### config.mk
export PLATFORM = sky130hd
export DESIGN_NAME = cht_valid_map
export DESIGN_NICKNAME = d
export VERILOG_FILES = /design/src/rtl/cht_pkg.sv /design/src/rtl/cht_valid_map.sv
export SDC_FILE = /design/constraint.sdc
export NUM_CORES = 1
export LEC_CHECK = 0
export ABC_AREA = 1
export BUFFER_PORTS_ARGS = -buffer_cell sky130_fd_sc_hd__buf_2
export CORE_ASPECT_RATIO = 0.5
export CORE_MARGIN = 2
export CORE_UTILIZATION = 45
export DETAILED_ROUTE_END_ITERATION = 10
export PLACE_DENSITY_LB_ADDON = 0.05
export SKIP_LAST_GASP = 1
export SLEW_MARGIN = 30
export SYNTH_ARGS = -nofsm -noshare
export SYNTH_HDL_FRONTEND = slang
export SYNTH_SLANG_ARGS = --single-unit
### constraint.sdc
create_clock -name clk -period 3.21 [get_ports clk]
set_input_delay 0.4815 -clock clk [delete_from_list [all_inputs] [get_ports clk]]
set_output_delay 0.4815 -clock clk [all_outputs]
set_load 0.05 [all_outputs]
### src/rtl/cht_pkg.sv
`timescale 1ns / 1ps

package cht_pkg;

  localparam int DATA_W   = 32;
  localparam int HANDLE_W = 8;
  localparam int HINT_W   = 9;
  // Width used for index arithmetic; covers the largest supported table.
  localparam int XW       = 16;
  // The valid bitmap is kept in rows of ROW_W marks.
  localparam int ROW_W    = 32;
  localparam int ROW_BW   = 5;

  localparam logic [1:0] OPC_GRANT  = 2'd0;
  localparam logic [1:0] OPC_CLOSE  = 2'd1;
  localparam logic [1:0] OPC_LOOKUP = 2'd2;

  typedef enum logic [2:0] {
    ST_OK        = 3'd0,
    ST_RIGHTS    = 3'd1,
    ST_FULL      = 3'd2,
    ST_BADHANDLE = 3'd3,
    ST_STALE     = 3'd4,
    ST_DENIED    = 3'd5
  } status_t;

  typedef enum logic [1:0] {
    S_IDLE,
    S_CHECK,
    S_SCAN,
    S_REPLY
  } state_t;

  typedef struct packed {
    status_t               status;
    logic [HANDLE_W-1:0]   handle;
    logic [DATA_W-1:0]     object;
    logic                  acquire;
    logic                  drop;
  } result_t;

  typedef struct packed {
    logic [DATA_W-1:0] object;
    logic [DATA_W-1:0] rights;
    logic [DATA_W-1:0] generation;
  } entry_t;

  // Read and write strobes of the valid bitmap.
  typedef struct packed {
    logic rd_en;
    logic wr_en;
  } vm_cmd_t;

  typedef struct packed {
    logic              found;
    logic [ROW_BW-1:0] idx;
  } find_t;

  // Lowest set bit of a row.
  function automatic find_t lowest_set(input logic [ROW_W-1:0] w);
    find_t r;
    r = '0;
    for (int i = ROW_W - 1; i >= 0; i--) begin
      if (w[i]) begin
        r.found = 1'b1;
        r.idx   = ROW_BW'(i);
      end
    end
    return r;
  endfunction

endpackage

### src/rtl/cht_valid_map.sv
`timescale 1ns / 1ps

module cht_valid_map #(
  parameter int NROWS = 8,
  parameter int RW    = 3
) (
  input  logic                        clk,
  input  logic                        rst,
  input  cht_pkg::vm_cmd_t            cmd,
  input  logic [RW-1:0]               rd_row,
  input  logic [RW-1:0]               wr_row,
  input  logic [cht_pkg::ROW_W-1:0]   wr_data,
  output logic [cht_pkg::ROW_W-1:0]   rd_data
);

  logic [cht_pkg::ROW_W-1:0] row_mem [NROWS];
  logic [NROWS-1:0]          row_live;
  logic [cht_pkg::ROW_W-1:0] rd_raw;
  logic                      rd_live;

  // A row never written since reset reads as all free.
  always_ff @(posedge clk) begin
    if (rst) begin
      row_live <= '0;
    end else if (cmd.wr_en) begin
      row_live[wr_row] <= 1'b1;
    end
  end

  always_ff @(posedge clk) begin
    if (cmd.wr_en) begin
      row_mem[wr_row] <= wr_data;
    end
    if (cmd.rd_en) begin
      rd_raw  <= row_mem[rd_row];
      rd_live <= row_live[rd_row];
    end
  end

  assign rd_data = rd_live ? rd_raw : '0;

endmodule

== After elaboration in Yosys (flattened, before gate mapping) ==
Memory sizes are Yosys's and may differ from the RTL's. A register that Yosys moved wholly into a read port is not among the register bits.
Cells that the tools add are included.

* Flip-flop bits (word level): 9
* Memory bits (writable): 256
* Output and inout bits: 32
* Word-level logic and storage cells: 15
* Memories kept: 1

{| class="wikitable"
|+ Memories
! memory !! depth !! bits a word !! rd ports !! clocked after Yosys merged registers in !! wr ports !! RTL line !! RTL
|-
| row_mem || 8 || 32 || 1 || 1 || 1 || cht_valid_map.sv:16 || <nowiki>logic [cht_pkg::ROW_W-1:0] row_mem [NROWS];</nowiki>
|}

* Order comparisons: 3
* Muxes and demuxes: 7
* Bitwise operators: 1
* Reduce and logical (&&, ||, !) cells: 1

{| class="wikitable"
|+ Operators with widths
! cell !! number
|-
| 32-bit 2-to-1 mux || 1
|-
| 3-bit by 4-bit less-than comparator with 1-bit output (second input constant) || 2
|-
| 8-bit bitwise OR || 1
|-
| 1-bit 2-to-1 mux || 4
|-
| 1-bit binary-select mux with 3-bit select || 1
|-
| 1-bit demux with 3-bit select || 1
|-
| 3-bit by 1-bit greater-or-equal comparator with 1-bit output (second input constant) || 1
|-
| 1-bit logical AND || 1
|}

== Longest topological paths before layout ==
Gate-level depths: netlist of run 1.

* Word-level depth: 5
* Mapped depth: 9
* Depth with buffers taken out: 6

== Least setup slack after synthesis of run 1 ==
OpenSTA, ideal clock, no wires.

* Path type: in2reg
* From: in wr_row[1]
* To: mem row_mem[7][0] (netlist bit), enable pin
* Arrival: 1.938 ns
* Data required time: 2.787 ns
* Path slack: 0.849 ns
* Cell stages on the path: 2
* Buffers on the path: 0
* Cells stage by stage: nand2_1 nor2_1

{| class="wikitable"
|+ RTL lines
! element !! RTL line !! RTL
|-
| from (decl) || cht_valid_map.sv:11 || <nowiki>input logic [RW-1:0] wr_row,</nowiki>
|-
| to (decl) || cht_valid_map.sv:16 ||
|}

No word-level cell before the write port.

== Final worst setup path of run 1 ==
* From: reg rd_live
* To: out rd_data[0] (netlist bit)

* Longest elaborated chain between the ends: 1

{| class="wikitable"
|+ Ends and longest elaborated chain
! element !! RTL line !! RTL
|-
| from (decl) || cht_valid_map.sv:19 || <nowiki>logic rd_live;</nowiki>
|-
| from (signal assigned) || cht_valid_map.sv:36 || <nowiki>rd_live <= row_live[rd_row];</nowiki>
|-
| 32-bit 2-to-1 mux || cht_valid_map.sv:40 || <nowiki>assign rd_data = rd_live ? rd_raw : '0;</nowiki>
|-
| to (decl) || cht_valid_map.sv:13 || <nowiki>output logic [cht_pkg::ROW_W-1:0] rd_data</nowiki>
|}

No other way between the ends.

==> results of run 1 <==
worst max-delay path, delay by kind of cell, from the launching register on:
family,cells,cell delay (ns)
DFF,1,0.34
and+or+nand+nor,1,0.08
buffers and inverters,3,0.66
final cells by class:
cell class                      instances  area (um2)  area share
Clock buffer                           32       694.4     0.04831
Clock inverter                         13       106.4    0.007399
Inverter                              311        1170     0.08139
Multi-Input combinational cell        616        2494      0.1735
Sequential cell                       297        8838      0.6149
Tap cell                              382       478.0     0.03325
Timing Repair Buffer                   96       593.1     0.04126
cell families (layout without fill, tap and decap cells):
group,after synthesis,in the layout,share of synthesized area
buffers and inverters,365,452,0.1152
AO/OA/AOI/OAI,7,7,0.002737
flip-flops,297,297,0.6906
AND/OR/NAND/NOR,609,609,0.1915
sequential cells by signal (all words and copies together), names as in the netlist:
name      flops
row_mem     256
rd_raw       32
row_live      8
rd_live       1
through the flow:
stage / util / std cells
5_1_grt: 0.5168 / 1747
6_report: 0.5168 / 1747
4_1_cts: 0.5168 / 1747
3_5_place_dp: 0.4880 / 1702
3_3_place_gp: 0.4879 / 1702
2_1_floorplan: - / 1278
layer usage:
metal	GRT usage	vias up	wire, um
met5	0	-	0
met2	0.3184	109	12800
met3	0.02974	42	882
li1	-	4070	-
met1	0.2703	3817	13740
met4	0.04861	0	637
path summary, 6_finish.rpt:
kind / start / endpoint / slack [ns] / cells past startpoint
setup / recovery: rd_live$_DFFE_PP_ / rd_data[0] / 1.10 / 4
hold / removal: wr_data[31] / row_mem[4][31]$_DFFE_PP_ / 0.21 / 1
setup reg to reg: row_mem[1][15]$_DFFE_PP_ / rd_raw[15]$_DFFE_PP_ / 2.16 / 6
hold reg to reg: row_live[5]$_SDFFE_PP0P_ / row_live[5]$_SDFFE_PP0P_ / 0.46 / 2
power breakdown:
part           total (uW)  switching [uW]  internal, uW
Combinational         661             489           172
Sequential           4450            34.2          4410
Clock                3050            1360          1690
cells in the final DEF, fill, tap and decap left out, drive strengths merged:
cell and n:
bufinv 2, edfxtp 289, nor2 7, nand2 470, buf 96, clkinv 11
inv 311, dfxtp 8, nand3 132, a21oi 7, clkbuf 32
==> flow_summary.yaml, run 1 <==
timing:
  whs_ns: 0.2133
  worst_slack_ns: 1.098
  worst_pin_slew_ns: 0.9455
  rsz0062_at_grt: "no"
  fmax_mhz: 473.4
  fin_crit_ns: 2.113
  fin_worst_skew_ns: 0.005331
  period_share: 0.6581
  tns_ns: 0
  hold_viol: 0
  slew_headroom: 0.3697
  setup_viol: 0
  slew_violations: 0
route:
  vias_per_cell: 4.601
  detail_route.wl_per_cell_um: 16.06
  wl_mm: 28.06
  dr.pass1.iters: 5
  drc: 0
  vias: 8038
  final_antenna_net_count: 0
  first_iter_violations: 506
global_route:
  grt_max_degree: 67
  grt.overflow.total: 0
  track_usage: 0.1926
  antenna_found_initial: 0
  grt_first_pass_wirelength_mm: 43.68
  grt_pass1_vias: 7723
yosys:
  synth_nets: 1320
  yosysTopAreaCellShare: 0.6781
  yosysWarnings: 0
  syn_inst: 1278
  synth.cell_area_um2: 12800
  ys_async_sr_fraction: 0
  seq_area_frac_synth: 0.6906
  synth-edff-count: 289
  post-synth-top-area-cell: "edfxtp_1"
  synth.distinct_cells: 13
  synth_most_common_cell: "nand2_1"
  synth_common_cells: "470 x nand2_1, 309 x inv_1, 289 x edfxtp_1, 132 x nand3_1, 20 x buf_2"
  ys_top_cells_by_area: "edfxtp_1 68%, nand2_1 14%, inv_1 9.1%, nand3_1 5.2%, dfxtp_1 1.3%"
  syn_avg_cell_area_um2: 10.01
  ys_seq_elements: 297
  synth_ff_type: "edfxtp_1"
clock_network:
  htreeDepth: 1
  cts_hold_buf: 0
  clkLatencyLatePin_ns: 0.54
  clock-sinks: 297
  postCtsSetupBuffers: 0
  cts.clk_slew.worst_paths_ns: 0.07
  root_buffer: "clkbuf_16"
  cts_resized: 0
  cts_buffer_depth: 3
  cts_tree: "yes"
  cts_buffers: 27
floorplanning:
  io_pins: 74
  core.rowCount: 43
  start_util: 0.4601
  core_area_um2: 27820
  die-area_um2: 29890
  fp.dieH_um: 123.3
  die_w_um: 242.5
setup_path:
  cp.arrival_ns: 1.63
  start_kind: "flip-flop"
  critPathSlowestCell: "edfxtp_1"
  worst_setup_path_end_kind: "output port"
  critical_path.cell_chain: "buf_4, nand2_1, inv_1, buf_2"
  critPathMaxFanout: 19
  cpPeakStageDelay_ns: 0.34
  critical_path_required_ns: 2.73
  path_class: "flip-flop to output port"
run:
  cap_violations: 0
power:
  power_leakage_uw: 0.006834
  power_density_nw_per_um2: 567.5
  total_power_uw: 8157
  ir_drop_mv: 0.3746
placement:
  post-place-ws_ns: 0.9233
  placed_cell_area_um2: 13570
  dp_hpwl_mm: 14.86
  place_congestion: 0.7475
  portBuffers: 73
cells_and_area:
  nets: 1391
  final_cell_area_um2: 14370
  n_antenna_cell: 0
  drive_gt1_frac: 0.09744
  fill_cells: 2549
  area_growth_pct: 12.31
status:
  outcome: "finished, final reports clean"
min_path:
  holdCritPathClass: "primary input to flip-flop"
No activity file was read; power rests on OpenSTA's default activity.
==> run 2, diff against run 1 <==
clock period = 1.9 ns   (was 3.21 ns; I/O delays follow)
==> run 2 against run 1 <==
Against the previous run:
- register-to-register slack got worse by 1.3 ns
- via count rose by 1.7%
- wire length grew 0.56%
- sequential share of layout area is 2.3 points lower
- critical path depth up 1
- core utilization increased by 2.0 points
==> flow_summary.yaml, run 2 (synthesis results as in run 1) <==
clock_network:
  clkLatencyLatePin_ns: 0.55
  cts.clk_slew.worst_paths_ns: 0.07
  clock-sinks: 297
  cts_tree: "yes"
  root_buffer: "clkbuf_16"
  cts_buffer_depth: 3
  htreeDepth: 1
  cts_buffers: 28
timing:
  worst_pin_slew_ns: 0.6957
  period_share: 0.9778
  slew_violations: 0
  rsz0062_at_grt: "yes"
  slew_headroom: 0.5357
  fmax_mhz: 538.3
  setup_viol: 0
  hold_viol: 0
  fin_crit_ns: 1.858
  fin_worst_skew_ns: 0.01151
route:
  vias: 8172
  routed.top_layer: "met4"
  met2_length_mm: 12.71
  dr.pass1.iters: 5
  wl_met1_mm: 13.95
  first_iter_violations: 461
  wl_mm: 28.22
  detail_route.wl_per_cell_um: 15.89
  drc: 0
  dr_wl_met3_mm: 1.050
  final_antenna_net_count: 0
  vias_per_cell: 4.601
cells_and_area:
  final_common_cell: "nand2_1"
  drive_gt1_frac: 0.1069
  final_cell_mix: "468 x nand2_1, 302 x inv_1, 289 x edfxtp_1, 132 x nand3_1, 40 x buf_2"
  final_cell_area_um2: 14930
  area_growth_pct: 16.68
  nets: 1414
  regMostFlops: "row_mem"
  largest_reg_flops: 256
  fill_cells: 2472
  n_antenna_cell: 0
  top_regs: "row_mem: 256 flops, rd_raw: 32 flops, row_live: 8 flops"
  layoutNonFillerInstCount: 1776
floorplanning:
  core.rowCount: 43
  start_util: 0.4601
  die_w_um: 242.5
  fp.dieH_um: 123.3
  io_pins: 74
  core_area_um2: 27820
  die-area_um2: 29890
setup_path:
  worst_setup_path_end_kind: "output port"
  critPathMostFrequentCell: "buf_4"
  cp.arrival_ns: 1.57
  path_class: "flip-flop to output port"
  critPathSlowestCell: "edfxtp_1"
  critical_path.cell_chain: "buf_4, buf_16, nand2_1, inv_1, buf_4"
  critPathMaxFanout: 10
  critical_path_required_ns: 1.62
  start_kind: "flip-flop"
  cpPeakStageDelay_ns: 0.41
placement:
  place_congestion: 0.8017
  dp_cells: 1710
  portBuffers: 73
  placed_cell_area_um2: 13770
  dp_hpwl_mm: 15.13
run:
  cap_violations: 0
global_route:
  antenna_found_initial: 0
  grt_pass1_vias: 7731
  grt_max_degree: 75
  grt_first_pass_wirelength_mm: 43.85
  track_usage: 0.1934
  grt.overflow.total: 0
power:
  power_leakage_uw: 0.006985
  ir_drop_mv: 0.6020
  power_density_nw_per_um2: 943.0
min_path:
  holdCritPathClass: "primary input to flip-flop"
status:
  outcome: "finished, final reports clean"
[run 2: per-layer routing]
layer,vias to the layer above,GRT usage
met3,41,0.03473
met4,0,0.03974
met5,-,0
met1,3887,0.2714
met2,117,0.3198
li1,4127,-
[run 2: repair_timing]
| item | in CTS | in global routing |
|---|---|---|
| cloned | 1 | 0 |
| setup endpoints to repair | 21 | 32 |
| hold buffers | 11 | 0 |
| resized for setup | 49 | 6 |
| endpoints found under the hold margin | 66 | 0 |
| setup buffers | 1 | 1 |
[run 2: worst paths after layout]
| check | cells after the start | from | slack [ns] | endpoint |
|---|---|---|---|---|
| worst max-delay path | 5 | rd_live$_DFFE_PP_ | 0.04 | rd_data[6] |
| worst min-delay path | 1 | wr_data[22] | 0.02 | row_mem[7][22]$_DFFE_PP_ |
| worst max register to register | 6 | row_mem[5][26]$_DFFE_PP_ | 0.88 | rd_raw[26]$_DFFE_PP_ |
| worst min register to register | 2 | row_live[2]$_SDFFE_PP0P_ | 0.46 | row_live[2]$_SDFFE_PP0P_ |
[run 2: final cells by class]
cell class,instances,area [um2],share of cell area
multi-input combinational,616,2499,0.1673
clock buffer,42,804.5,0.05388
clock inverter,10,47.55,0.003184
tap,382,478.0,0.03201
sequential,297,8838,0.5919
timing repair buffer,118,1097,0.07348
inverter,311,1169,0.07826
[run 2: power by group]
group	internal, uW	switching [uW]	total (uW)
sequential	7450	58.8	7510
clock	2920	2390	5310
combinational	402	855	1260
[run 2: through the flow]
| step | util | hold slack [ns] | TNS, ns | worst slack, ns | total power, uW |
|---|---|---|---|---|---|
| 2_1_floorplan | - | 0.3839 | 0 | 0.2643 | 8392 |
| 3_3_place_gp | 0.4949 | 0.4482 | 0 | 0.2806 | 8809 |
| 4_1_cts | 0.5361 | 0.002997 | -0.3211 | -0.03754 | 14220 |
| 3_5_place_dp | 0.4949 | 0.4502 | 0 | 0.3288 | 8828 |
| 5_1_grt | 0.5369 | 0.01017 | -0.04664 | -0.01101 | 14590 |
| 6_report | 0.5369 | 0.02137 | 0 | 0.04224 | 14080 |
[run 2: critical path: cells and delay by family (launching register included)]
kind	cells	cell delay [ns]
buffers and inverters	4	0.55
flip-flops	1	0.41
AND/OR/NAND/NOR	1	0.06
==> run 3, diff against run 2 <==
ABC_AREA = 0   (was 1)
==> run 3 against run 2 <==
Against the previous run:
- wire length down 24%
- cell count down 47%
- combinational power down 27%
- core utilization up 0.85 points
- critical path type unchanged
- largest power group unchanged
- highest routed layer unchanged
==> flow_summary.yaml, run 3 <==
clock_network:
  root_buffer: "clkbuf_16"
  clock-sinks: 297
  cts_buffer_depth: 3
  htreeDepth: 1
  cts_tree: "yes"
  clkLatencyLatePin_ns: 0.53
  cts.clk_slew.worst_paths_ns: 0.07
  cts_buffers: 26
  postCtsSetupBuffers: 0
route:
  vias_per_cell: 5.232
  final_antenna_net_count: 0
  first_iter_violations: 367
  wl_mm: 21.42
  vias: 4929
  drc: 0
  detail_route.wl_per_cell_um: 22.74
  dr.pass1.iters: 4
timing:
  slew_headroom: 0.7454
  fin_worst_skew_ns: 0.009252
  rsz0062_at_grt: "yes"
  hold_viol: 0
  worst_slack_ns: 0.03936
  period_share: 0.9793
  fmax_mhz: 537.5
  fin_crit_ns: 1.861
  slew_violations: 0
  worst_pin_slew_ns: 0.3820
  setup_viol: 0
power:
  power_leakage_uw: 0.004404
  power_density_nw_per_um2: 1038
  ir_drop_mv: 0.4885
setup_path:
  path_class: "flip-flop to output port"
  critical_path_required_ns: 1.62
  worst_setup_path_end_kind: "output port"
  critPathMaxFanout: 32
  reg2reg_to: "rd_raw[26]$_DFFE_PP_"
  timing.rr.start: "row_mem[3][26]$_DFFE_PP_"
  reg2regPathDepth: 2
  start_kind: "flip-flop"
  reg2reg_slack_ns: 0.49
  cp.arrival_ns: 1.58
min_path:
  hold_depth: 1
  holdCritPathClass: "primary input to flip-flop"
  min-delay-start: "wr_data[26]"
  whs_endpoint: "row_mem[2][26]$_DFFE_PP_"
yosys:
  synth.distinct_cells: 19
  synth_nets: 525
  synth_common_cells: "289 x edfxtp_1, 55 x mux4_2, 33 x mux2_2, 32 x and2_1, 14 x inv_1"
  synth_ff_type: "edfxtp_1"
  ys_seq_elements: 297
  synth.cell_area_um2: 11250
  syn_inst: 483
  post-synth-top-area-cell: "edfxtp_1"
  ys_top_cells_by_area: "edfxtp_1 77%, mux4_2 11%, mux2_2 3.3%, mux4_1 2.6%, and2_1 1.8%"
  yosysWarnings: 0
  ys_async_sr_fraction: 0
  syn_avg_cell_area_um2: 23.30
  synth_most_common_cell: "edfxtp_1"
  seq_area_frac_synth: 0.7853
  synthAdderAreaFrac: 0
  synth_compound_area_frac: 0.003891
  synth-edff-count: 289
  synth_top_family_by_area: "multiplexers"
  yosysTopAreaCellShare: 0.7711
  yosys.area_share.simple: 0.02535
  muxShareOfSynthArea: 0.1688
  synth_xor_area_frac: 0
floorplanning:
  start_util: 0.4637
  core.rowCount: 40
  die_w_um: 227.7
  core_area_um2: 24270
  fp.dieH_um: 115.8
  die-area_um2: 26370
  io_pins: 74
cells_and_area:
  largest_reg_flops: 256
  top_regs: "row_mem: 256 flops, rd_raw: 32 flops, row_live: 8 flops"
  nets: 628
  layoutNonFillerInstCount: 942
  final_cell_mix: "289 x edfxtp_1, 55 x mux4_2, 40 x buf_2, 33 x mux2_2, 32 x and2_1"
  drive_gt1_frac: 0.3696
  n_antenna_cell: 0
  fill_cells: 1873
  final_common_cell: "edfxtp_1"
  regMostFlops: "row_mem"
  area_growth_pct: 17.63
global_route:
  track_usage: 0.1694
  grt_first_pass_wirelength_mm: 32.04
  grt.overflow.total: 0
  antenna_found_initial: 0
  grt_pass1_vias: 5115
  grt_max_degree: 35
placement:
  dp_cells: 892
  portBuffers: 73
  place_congestion: 0.6661
  post-place-ws_ns: 0.08561
  dp_hpwl_mm: 11.32
status:
  outcome: "finished, final reports clean"
run:
  cap_violations: 0
[run 3: changes by cell type after synthesis, moves of 3 or more]
cell,before,now
nand4bb_1,0,3
and2_1,0,32
buf_2,20,6
mux4_1,0,11
buf_4,17,0
mux4_2,0,55
inv_1,309,14
nor2_1,7,2
nand4b_1,0,3
mux2_2,0,33
nand2_1,470,2
nand3_1,132,0
[run 3: cell type report]
cell class	count	area, um2	area share
sequential	297	8838	0.6676
clock inverter	15	156.4	0.01181
clock buffer	33	698.2	0.05274
inverter	14	56.30	0.004253
timing repair buffer	97	833.3	0.06294
multi-input combinational	150	2236	0.1689
tap	336	420.4	0.03176
[run 3: what timing repair did]
| action | CTS | global route |
|---|---|---|
| hold buffers | 2 | 0 |
| endpoints found under the hold margin | 13 | 0 |
| pin swaps | 0 | 0 |
| endpoints found under the setup margin | 6 | 31 |
| gates resized for setup | 6 | 26 |
[run 3: kinds of logic (layout without fill, tap and decap cells)]
logic type,count (synthesis),in the layout
AND/OR/NAND/NOR,43,43
flip-flops,297,297
AO/OA/AOI/OAI,8,8
buffers and inverters,36,159
multiplexers,99,99
[run 3: per-stage QoR]
| step | utilization | cell area (um2) | TNS (ns) | power [uW] | hold WS (ns) |
|---|---|---|---|---|---|
| after floorplan | - | 11260 | 0 | 8200 | 0.3839 |
| final | 0.5454 | 13240 | 0 | 13740 | 0.02174 |
| after CTS | 0.5427 | 13170 | 0 | 13880 | 0.0005066 |
| after global placement | 0.5061 | 12280 | 0 | 8547 | 0.4312 |
| after global routing | 0.5454 | 13240 | -0.1394 | 14240 | 0.0009000 |
| after detailed placement | 0.5061 | 12280 | 0 | 8561 | 0.4358 |
[run 3: metal layers]
layer	track usage	routed length, um
met2	0.2604	9812
met3	0.03778	845
met4	0.02876	222
met5	0	0
met1	0.2550	10540
[run 3: worst max-delay path by stage]
stage	start	end	slack, ns	depth (start not counted)
floorplan	wr_row[2]	row_mem[0][0]$_DFFE_PP_	0.15	2
global placement	rd_row[0]	rd_raw[24]$_DFFE_PP_	0.09	4
detailed placement	rd_row[0]	rd_raw[24]$_DFFE_PP_	0.09	4
CTS	rd_live$_DFFE_PP_	rd_data[21]	0.001	3
global route	rd_live$_DFFE_PP_	rd_data[26]	-0.03	3
finish	rd_live$_DFFE_PP_	rd_data[27]	0.04	3
[run 3: worst max-delay path: stages (launching register included)]
cell and delay, ns:
edfxtp_1 0.38, buf_12 0.22, and2_1 0.22, buf_4 0.22
[run 3: power by group]
| part | total (uW) | switching (uW) | internal (uW) |
|---|---|---|---|
| registers | 7510 | 55.0 | 7450 |
| clock network | 5320 | 2300 | 3020 |
| logic | 915 | 520 | 396 |
